===== src/ipm_pkg.sv =====
// ----------------------------------------------------------------------------
// Isomorphic pattern matcher package
// Shared widths, defaults, string kinds and the relabel control bundle.
// ----------------------------------------------------------------------------
`default_nettype none

package ipm_pkg;

   localparam int SYMBOL_WIDTH         = 8;
   localparam int SYMBOL_SPACE         = 1 << SYMBOL_WIDTH;
   localparam int CODE_WIDTH           = 8;
   localparam int NEXT_CODE_WIDTH      = CODE_WIDTH + 1;
   localparam int MAX_LEN_DEFAULT      = 64;
   localparam int SYMBOL_COUNT_DEFAULT = 256;

   typedef logic [SYMBOL_WIDTH-1:0] symbol_type;
   typedef logic [CODE_WIDTH-1:0]   code_type;

   // Which string a byte belongs to.
   typedef enum logic {
      KIND_PATTERN = 1'b0,
      KIND_WORD    = 1'b1
   } kind_type;

   // Control from the top level to the relabel unit.
   typedef struct packed {
      logic accept;   // a new byte enters the input register
      logic fire;     // the byte in the input register is processed
      logic start;    // that byte opens a new string
   } relabel_ctl_type;

endpackage

`default_nettype wire


===== src/ipm_relabel.sv =====
// ----------------------------------------------------------------------------
// Isomorphic pattern matcher relabel unit
// Gives each byte a dense code in order of first appearance within a string.
// Seen bits are flip-flops so a new string clears them at once; the codes
// live in a memory that is read when a byte is accepted, with forwarding of
// the code being written by the byte ahead of it.
// ----------------------------------------------------------------------------
`default_nettype none

module ipm_relabel
   import ipm_pkg::*;
#(
   parameter int SYMBOL_COUNT = SYMBOL_COUNT_DEFAULT
) (
   input  wire logic            clock,
   input  wire logic            reset,
   input  wire relabel_ctl_type ctl,
   input  wire symbol_type      acc_symbol,
   input  wire symbol_type      cur_symbol,
   output code_type             code
);

   localparam int IW = $clog2(SYMBOL_COUNT);

   typedef logic [SYMBOL_SPACE-1:0][IW-1:0] sym_map_type;

   // Folds a raw byte onto the symbol alphabet; built at elaboration.
   function automatic sym_map_type build_map();
      sym_map_type m;
      for (int i = 0; i < SYMBOL_SPACE; i++) begin
         m[i] = IW'(i % SYMBOL_COUNT);
      end
      return m;
   endfunction

   localparam sym_map_type SYM_MAP = build_map();

   logic [SYMBOL_COUNT-1:0]    seen_ff;
   logic [SYMBOL_COUNT-1:0]    seen_cur;
   logic [SYMBOL_COUNT-1:0]    seen_in;
   logic [NEXT_CODE_WIDTH-1:0] next_code_ff;
   logic [NEXT_CODE_WIDTH-1:0] next_cur;
   logic [NEXT_CODE_WIDTH-1:0] next_code_in;
   code_type                   code_mem [SYMBOL_COUNT];
   code_type                   rd_data_ff;
   logic [IW-1:0]              acc_idx;
   logic [IW-1:0]              cur_idx;
   logic                       hit;
   logic                       wr_en;
   logic                       forward;

   assign acc_idx = SYM_MAP[acc_symbol];
   assign cur_idx = SYM_MAP[cur_symbol];

   always_comb begin
      seen_cur = ctl.start ? '0 : seen_ff;
      next_cur = ctl.start ? '0 : next_code_ff;
      hit      = seen_cur[cur_idx];
      code     = hit ? rd_data_ff : next_cur[CODE_WIDTH-1:0];
      seen_in  = seen_cur;
      seen_in[cur_idx] = 1'b1;
      if (!hit && (next_cur < NEXT_CODE_WIDTH'(SYMBOL_SPACE))) begin
         next_code_in = next_cur + NEXT_CODE_WIDTH'(1);
      end else begin
         next_code_in = next_cur;
      end
      wr_en   = ctl.fire && !hit;
      forward = wr_en && (cur_idx == acc_idx);
   end

   always_ff @(posedge clock) begin
      if (reset) begin
         seen_ff      <= '0;
         next_code_ff <= '0;
      end else if (ctl.fire) begin
         seen_ff      <= seen_in;
         next_code_ff <= next_code_in;
      end
   end

   // A byte that repeats the one just ahead of it takes the code being
   // written this cycle rather than the stale memory word.
   always_ff @(posedge clock) begin
      if (wr_en) begin
         code_mem[cur_idx] <= next_cur[CODE_WIDTH-1:0];
      end
      if (ctl.accept) begin
         rd_data_ff <= forward ? next_cur[CODE_WIDTH-1:0] : code_mem[acc_idx];
      end
   end

endmodule

`default_nettype wire


===== src/isomorphic_pattern_matcher_top.sv =====
// ----------------------------------------------------------------------------
// Isomorphic pattern matcher
// Relabels pattern and word strings by first appearance of each byte and
// reports, at the last byte of each word, whether it matches the pattern.
//
//   Channel  Dir  Handshake            Payload
//   req      in   req_valid/req_stall  req_type, req_symbol, req_is_last
//   rsp      out  rsp_valid/rsp_stall  rsp_is_match, rsp_pattern_too_long
//
// One byte is taken per cycle while req_stall is low. A byte passes an input
// register (code memory read), a compare stage (pattern memory read) and the
// result register, which receives the verdict of its word's last byte.
// Reset is synchronous and clears all control state; no clearing pass.
// A stalled result holds the result register; bytes that give no result
// keep flowing until the compare stage holds a word end that cannot leave.
// ----------------------------------------------------------------------------
`default_nettype none

module isomorphic_pattern_matcher_top
   import ipm_pkg::*;
#(
   parameter int MAX_LEN      = MAX_LEN_DEFAULT,
   parameter int SYMBOL_COUNT = SYMBOL_COUNT_DEFAULT
) (
   input  wire logic       clock,
   input  wire logic       reset,
   input  wire logic       req_valid,
   output logic            req_stall,
   input  wire logic       req_type,
   input  wire symbol_type req_symbol,
   input  wire logic       req_is_last,
   output logic            rsp_valid,
   input  wire logic       rsp_stall,
   output logic            rsp_is_match,
   output logic            rsp_pattern_too_long
);

   localparam int PW = $clog2(MAX_LEN + 1);
   localparam int AW = (MAX_LEN > 1) ? $clog2(MAX_LEN) : 1;

   // Input register stage.
   logic            s1_valid_ff;
   kind_type        s1_kind_ff;
   symbol_type      s1_symbol_ff;
   logic            s1_last_ff;
   // String state.
   logic            in_string_ff;
   kind_type        string_kind_ff;
   logic [PW-1:0]   position_ff;
   logic [PW-1:0]   pattern_length_ff;
   logic            pattern_overflow_ff;
   logic            mismatch_ff;
   // Compare stage.
   logic            s2_valid_ff;
   logic            s2_word_ff;
   logic            s2_last_ff;
   logic            s2_start_ff;
   code_type        s2_code_ff;
   logic            s2_check_ff;
   logic            s2_len_eq_ff;
   logic            s2_ovf_ff;
   code_type        pat_rd_ff;
   code_type        pat_mem [MAX_LEN];
   // Result register.
   logic            rsp_valid_ff;
   logic            rsp_is_match_ff;
   logic            rsp_too_long_ff;

   logic            accept;
   logic            s1_fire;
   logic            s2_fire;
   logic            s2_result;
   logic            out_ready;
   logic            start;
   logic            is_pattern;
   logic [PW-1:0]   pos_cur;
   logic [PW-1:0]   pos_next;
   logic [PW-1:0]   plen_cur;
   logic            ovf_cur;
   logic            in_range;
   logic            mismatch_in;
   code_type        code;
   relabel_ctl_type relabel_ctl;

   // Handshake and stage movement.
   always_comb begin
      out_ready = !rsp_valid_ff || !rsp_stall;
      s2_result = s2_valid_ff && s2_word_ff && s2_last_ff;
      s2_fire   = s2_valid_ff && (!s2_result || out_ready);
      s1_fire   = s1_valid_ff && (!s2_valid_ff || s2_fire);
      req_stall = s1_valid_ff && !s1_fire;
      accept    = req_valid && !req_stall;
   end

   // Stage one: string bookkeeping for the byte in the input register.
   always_comb begin
      start      = !in_string_ff || (string_kind_ff != s1_kind_ff);
      is_pattern = (s1_kind_ff == KIND_PATTERN);
      pos_cur    = start ? '0 : position_ff;
      in_range   = (pos_cur < PW'(MAX_LEN));
      pos_next   = in_range ? pos_cur + PW'(1) : pos_cur;
      plen_cur   = (start && is_pattern) ? '0 : pattern_length_ff;
      ovf_cur    = (start && is_pattern) ? 1'b0 : pattern_overflow_ff;
   end

   assign relabel_ctl = '{accept: accept, fire: s1_fire, start: start};

   ipm_relabel #(
      .SYMBOL_COUNT(SYMBOL_COUNT)
   ) u_relabel (
      .clock      (clock),
      .reset      (reset),
      .ctl        (relabel_ctl),
      .acc_symbol (req_symbol),
      .cur_symbol (s1_symbol_ff),
      .code       (code)
   );

   always_ff @(posedge clock) begin
      if (reset) begin
         s1_valid_ff <= 1'b0;
      end else if (accept) begin
         s1_valid_ff <= 1'b1;
      end else if (s1_fire) begin
         s1_valid_ff <= 1'b0;
      end
   end

   always_ff @(posedge clock) begin
      if (accept) begin
         s1_kind_ff   <= kind_type'(req_type);
         s1_symbol_ff <= req_symbol;
         s1_last_ff   <= req_is_last;
      end
   end

   always_ff @(posedge clock) begin
      if (reset) begin
         in_string_ff        <= 1'b0;
         string_kind_ff      <= KIND_PATTERN;
         position_ff         <= '0;
         pattern_length_ff   <= '0;
         pattern_overflow_ff <= 1'b0;
      end else if (s1_fire) begin
         in_string_ff   <= !s1_last_ff;
         string_kind_ff <= s1_kind_ff;
         position_ff    <= pos_next;
         if (is_pattern) begin
            pattern_overflow_ff <= ovf_cur || !in_range;
            pattern_length_ff   <= s1_last_ff ? pos_next : plen_cur;
         end
      end
   end

   // Pattern codes: written by pattern bytes, read by word bytes.
   always_ff @(posedge clock) begin
      if (s1_fire && is_pattern && in_range) begin
         pat_mem[pos_cur[AW-1:0]] <= code;
      end
      if (s1_fire && !is_pattern && in_range) begin
         pat_rd_ff <= pat_mem[pos_cur[AW-1:0]];
      end
   end

   always_ff @(posedge clock) begin
      if (reset) begin
         s2_valid_ff <= 1'b0;
      end else if (s1_fire) begin
         s2_valid_ff <= 1'b1;
      end else if (s2_fire) begin
         s2_valid_ff <= 1'b0;
      end
   end

   always_ff @(posedge clock) begin
      if (s1_fire) begin
         s2_word_ff   <= !is_pattern;
         s2_last_ff   <= s1_last_ff;
         s2_start_ff  <= start;
         s2_code_ff   <= code;
         s2_check_ff  <= in_range && (pos_cur < plen_cur);
         s2_len_eq_ff <= (pos_next == plen_cur);
         s2_ovf_ff    <= ovf_cur;
      end
   end

   // Stage two: a word byte out of range or past the pattern end, or with
   // a different code, spoils the whole word.
   always_comb begin
      mismatch_in = (s2_start_ff ? 1'b0 : mismatch_ff) || !s2_check_ff ||
                    (pat_rd_ff != s2_code_ff);
   end

   always_ff @(posedge clock) begin
      if (reset) begin
         mismatch_ff <= 1'b0;
      end else if (s2_fire && s2_word_ff) begin
         mismatch_ff <= mismatch_in;
      end
   end

   always_ff @(posedge clock) begin
      if (reset) begin
         rsp_valid_ff <= 1'b0;
      end else if (s2_fire && s2_result) begin
         rsp_valid_ff <= 1'b1;
      end else if (out_ready) begin
         rsp_valid_ff <= 1'b0;
      end
   end

   always_ff @(posedge clock) begin
      if (s2_fire && s2_result) begin
         rsp_is_match_ff <= !mismatch_in && s2_len_eq_ff && !s2_ovf_ff;
         rsp_too_long_ff <= s2_ovf_ff;
      end
   end

   assign rsp_valid            = rsp_valid_ff;
   assign rsp_is_match         = rsp_is_match_ff;
   assign rsp_pattern_too_long = rsp_too_long_ff;

endmodule

`default_nettype wire


===== config.mk =====
export PLATFORM = sky130hd
export DESIGN_NAME = isomorphic_pattern_matcher_top
export DESIGN_NICKNAME = d
export VERILOG_FILES = /design/src/ipm_pkg.sv /design/src/ipm_relabel.sv /design/src/isomorphic_pattern_matcher_top.sv
export SDC_FILE = /design/constraint.sdc
export NUM_CORES = 2
export LEC_CHECK = 0
export ABC_CLOCK_PERIOD_IN_PS = 11500
export BUFFER_PORTS_ARGS = -buffer_cell sky130_fd_sc_hd__buf_2
export CAP_MARGIN = 25
export CORE_MARGIN = 2
export CORE_UTILIZATION = 40
export CTS_BUF_LIST = sky130_fd_sc_hd__clkbuf_4 sky130_fd_sc_hd__clkbuf_8
export DETAILED_ROUTE_END_ITERATION = 6
export HOLD_SLACK_MARGIN = 0.08
export SETUP_SLACK_MARGIN = 0.02
export SYNTH_ARGS = -nofsm -noshare
export SYNTH_HDL_FRONTEND = slang
export SYNTH_SLANG_ARGS = --single-unit

===== constraint.sdc =====
create_clock -name clock -period 11.5 [get_ports clock]
set_input_delay 0 -clock clock [delete_from_list [all_inputs] [get_ports clock]]
set_output_delay 0 -clock clock [all_outputs]
set_load 0.02 [all_outputs]

==> flow_summary.ini <==
[cts]
numClockSinks = 2896
cts_tree = built
htreeDepth = 5
clk_latency_ns = 1.12
clock_tree.root_cell = clkbuf_8
cts_buffer_depth = 4
clkTransAtPathRegs_ns = 0.06
cts_buffers = 460

[run_status]
violations = DRC
status = complete, but fails checks

[yosys]
synthFlopType = edfxtp_1
syn_avg_cell_area_sq_um = 18.8
synthTopCellsByArea = edfxtp_1 (69%), mux4_2 (14%), dfxtp_1 (5.2%)
synth_edf_count = 2602
synth_warnings = 0
synth_top_area_share_pct = 69.0
synthTopCellsByCount = edfxtp_1 (2602), mux4_2 (691), nor2_1 (683)
synth.most_common_cell = edfxtp_1
synth.largest_area_cell = edfxtp_1
syn_nets = 6027
synth_cells = 6005
ys_seq_area_share_pct = 74.2
ys_types = 75
ys_ff_latch = 2896
async_flop_share_pct = 0
syn-cell-area_sq_um = 113000

[floorplan]
die_area_sq_um = 287000
initial_core_util_pct = 40.2
dieWidth_um = 536
die_h_um = 536
num_rows = 195
io_pins = 18
coreArea_sq_um = 282000

[detailed_routing]
drc = 21
firstDrtPassIters = 7
final_antenna_net_count = 0
vias = 59737
wirelength_um = 292000
viasPerCell = 5.77
drt-initial-drc-count = 6755
drt-wirelength-per-cell_um = 28.2

[setup_path]
crit_slowest_cell = dfxtp_4
rr_startpoint = u_relabel.cur_idx[1]$_DFF_P_
reg2reg_to = u_relabel.code_mem[96][3]$_DFFE_PP_
worstPathRequired_ns = 12.17
critical_path.max_fanout = 55
start_kind = register
path_class = reg -> reg
path_buf_inv = 1
reg2reg_depth = 9
crit_family = simple AND/OR/NAND/NOR gates
endpoint_kind = register
cp_cell_sequence = buf_4 > mux4_2 > nor3b_1 > a211oi_1 > a2111oi_2 > nor4_2 > nor2_4 > nand2_1 > nor2_1
worst_path_largest_cell_delay_ns = 0.98
ff2ff_setup_slack_ns = 5.46
arrival_ns = 6.72

[sta]
clock.fmax_ghz = 0.165
relSlewSlack_pct = 23.0
hold_ws_ns = 0.171
skew_ns = 0.144
post-route-period-util_pct = 52.6
tightest_slew_ns = 1.15
fin_ws_ns = 5.46
finalHoldViolations = 0
setup_viol = 0
fin_crit_ns = 6.04
rsz0062_at_grt = no
finalSetupTns_ns = 0
finalMaxSlewViolations = 0

[placement]
place_ws_ns = 5.56
dpl.hpwl_um = 166000
gp_congestion = 0.834
io_buffers = 17
placed_area_sq_um = 118000

[min_path]
hold_path_depth = 3
min_to = s1_last_ff$_DFFE_PP_
holdCritPathClass = in -> reg
hold_start = req_is_last

[layout]
fin_nets = 6256
drive_gt1_share_pct = 25.0
fin_area_sq_um = 127000
area_delta_synth_final_pct = 12.5

[power_and_ir_drop]
pwr_density_cell_nw_per_um2 = 164
ir_drop_uv = 96.5
p_leak_nw = 37.1
power.total_mw = 20.9

[global_routing]
gr-total-overflow = 0
antenna_found_initial = 6
grt_pass1_vias = 59179
grt_max_degree = 161
grt_usage_pct = 20.0
grt_pass1_wl_um = 421000

[flow_run]
cap_violations = 0
cells in the final DEF (no fill, tap or decap), drive strengths merged, types with 21 or more instances in the layout:
| cell | Yosys | final |
|---|---|---|
| edfxtp | 2602 | 2602 |
| mux4 | 691 | 691 |
| nor2 | 684 | 684 |
| clkbuf | 283 | 622 |
| a22oi | 359 | 359 |
| dfxtp | 294 | 294 |
| clkinv | 3 | 182 |
| nand2 | 179 | 179 |
| mux2i | 178 | 178 |
| buf | 130 | 149 |
| a21oi | 145 | 145 |
| o21ai | 42 | 42 |
| nor3 | 41 | 41 |
| a221oi | 40 | 40 |
| inv | 22 | 37 |
| nand3 | 32 | 32 |
| dlygate4sd3 | 0 | 30 |
| a211oi | 24 | 24 |
| mux2 | 21 | 21 |
metrics by stage:
step | instances | util [%]
4_1_cts | 10351 | 45.1
3_3_place_gp | 9474 | 41.7
5_1_grt | 10359 | 45.2
3_5_place_dp | 9480 | 41.7
2_1_floorplan | 6005 | -
6_report | 10361 | 45.2
sequential cells by signal (all words and copies together), names as in the netlist, 7 cells and up:
signal,flops
pattern_length_ff,7
u_relabel.rd_data_ff,8
u_relabel.seen_ff,256
position_ff,7
u_relabel.next_code_ff,9
pat_mem,512
u_relabel.cur_idx,8
pat_rd_ff,8
s1_symbol_ff,8
s2_code_ff,8
u_relabel.code_mem,2048
worst min-delay path: cells and delay by family:
kind / cells / cell delay, ns
buf+inv: 3 / 1.15
cell families (layout without fill, tap and decap cells):
logic type	Yosys count	in the layout	share of synthesized area [%]
other cells	0	6	0
xor+xnor	29	29	0.224
simple gates	1009	1009	3.64
fa+ha+maj	8	8	0.0885
buf+inv	438	1045	1.65
compound gates	735	735	4.60
flops	2896	2896	74.2
mux	890	890	15.6
area by class of cell:
type                       count  area [sq um]
antenna                        6          15.0
clock buffer                 621          7660
inverter                      25           155
sequential                  2896         84000
multi-input combinational   2671         27400
timing repair buffer         180          1680
fill                       23858        155000
tap                         3743          4680
clock inverter               219          1620
routing by layer:
metal | vias up | global-route usage (%) | part of all wire, %
li1 | 24954 | - | -
met1 | 31311 | 27.9 | 41
met2 | 2917 | 31.2 | 47
met3 | 555 | 4.21 | 8.8
met4 | 0 | 6.67 | 3.3
met5 | - | 0 | 0
report_power, final:
| group | switching [mW] | internal, mW |
|---|---|---|
| clock network | 4.11 | 4.73 |
| logic | 0.441 | 0.215 |
| registers | 0.0382 | 11.3 |
worst max path at each step:
stage / depth (start not counted) / to / from
after global placement: 9 / u_relabel.code_mem[99][1]$_DFFE_PP_ / u_relabel.cur_idx[1]$_DFF_P_
after global routing: 9 / u_relabel.code_mem[77][6]$_DFFE_PP_ / u_relabel.cur_idx[1]$_DFF_P_
after detailed placement: 9 / u_relabel.code_mem[96][1]$_DFFE_PP_ / u_relabel.cur_idx[1]$_DFF_P_
final: 9 / u_relabel.code_mem[96][3]$_DFFE_PP_ / u_relabel.cur_idx[1]$_DFF_P_
after floorplan: 12 / u_relabel.next_code_ff[6]$_SDFFE_PP0P_ / s1_kind_ff$_DFFE_PP_
after CTS: 9 / u_relabel.code_mem[96][6]$_DFFE_PP_ / u_relabel.cur_idx[1]$_DFF_P_
repair_timing:
action	in CTS	in global routing
hold endpoints to repair	248	0
buffers inserted	0	0
gates resized for setup	0	0
hold buffers	31	0
Power figures use the tool's default switching activity.
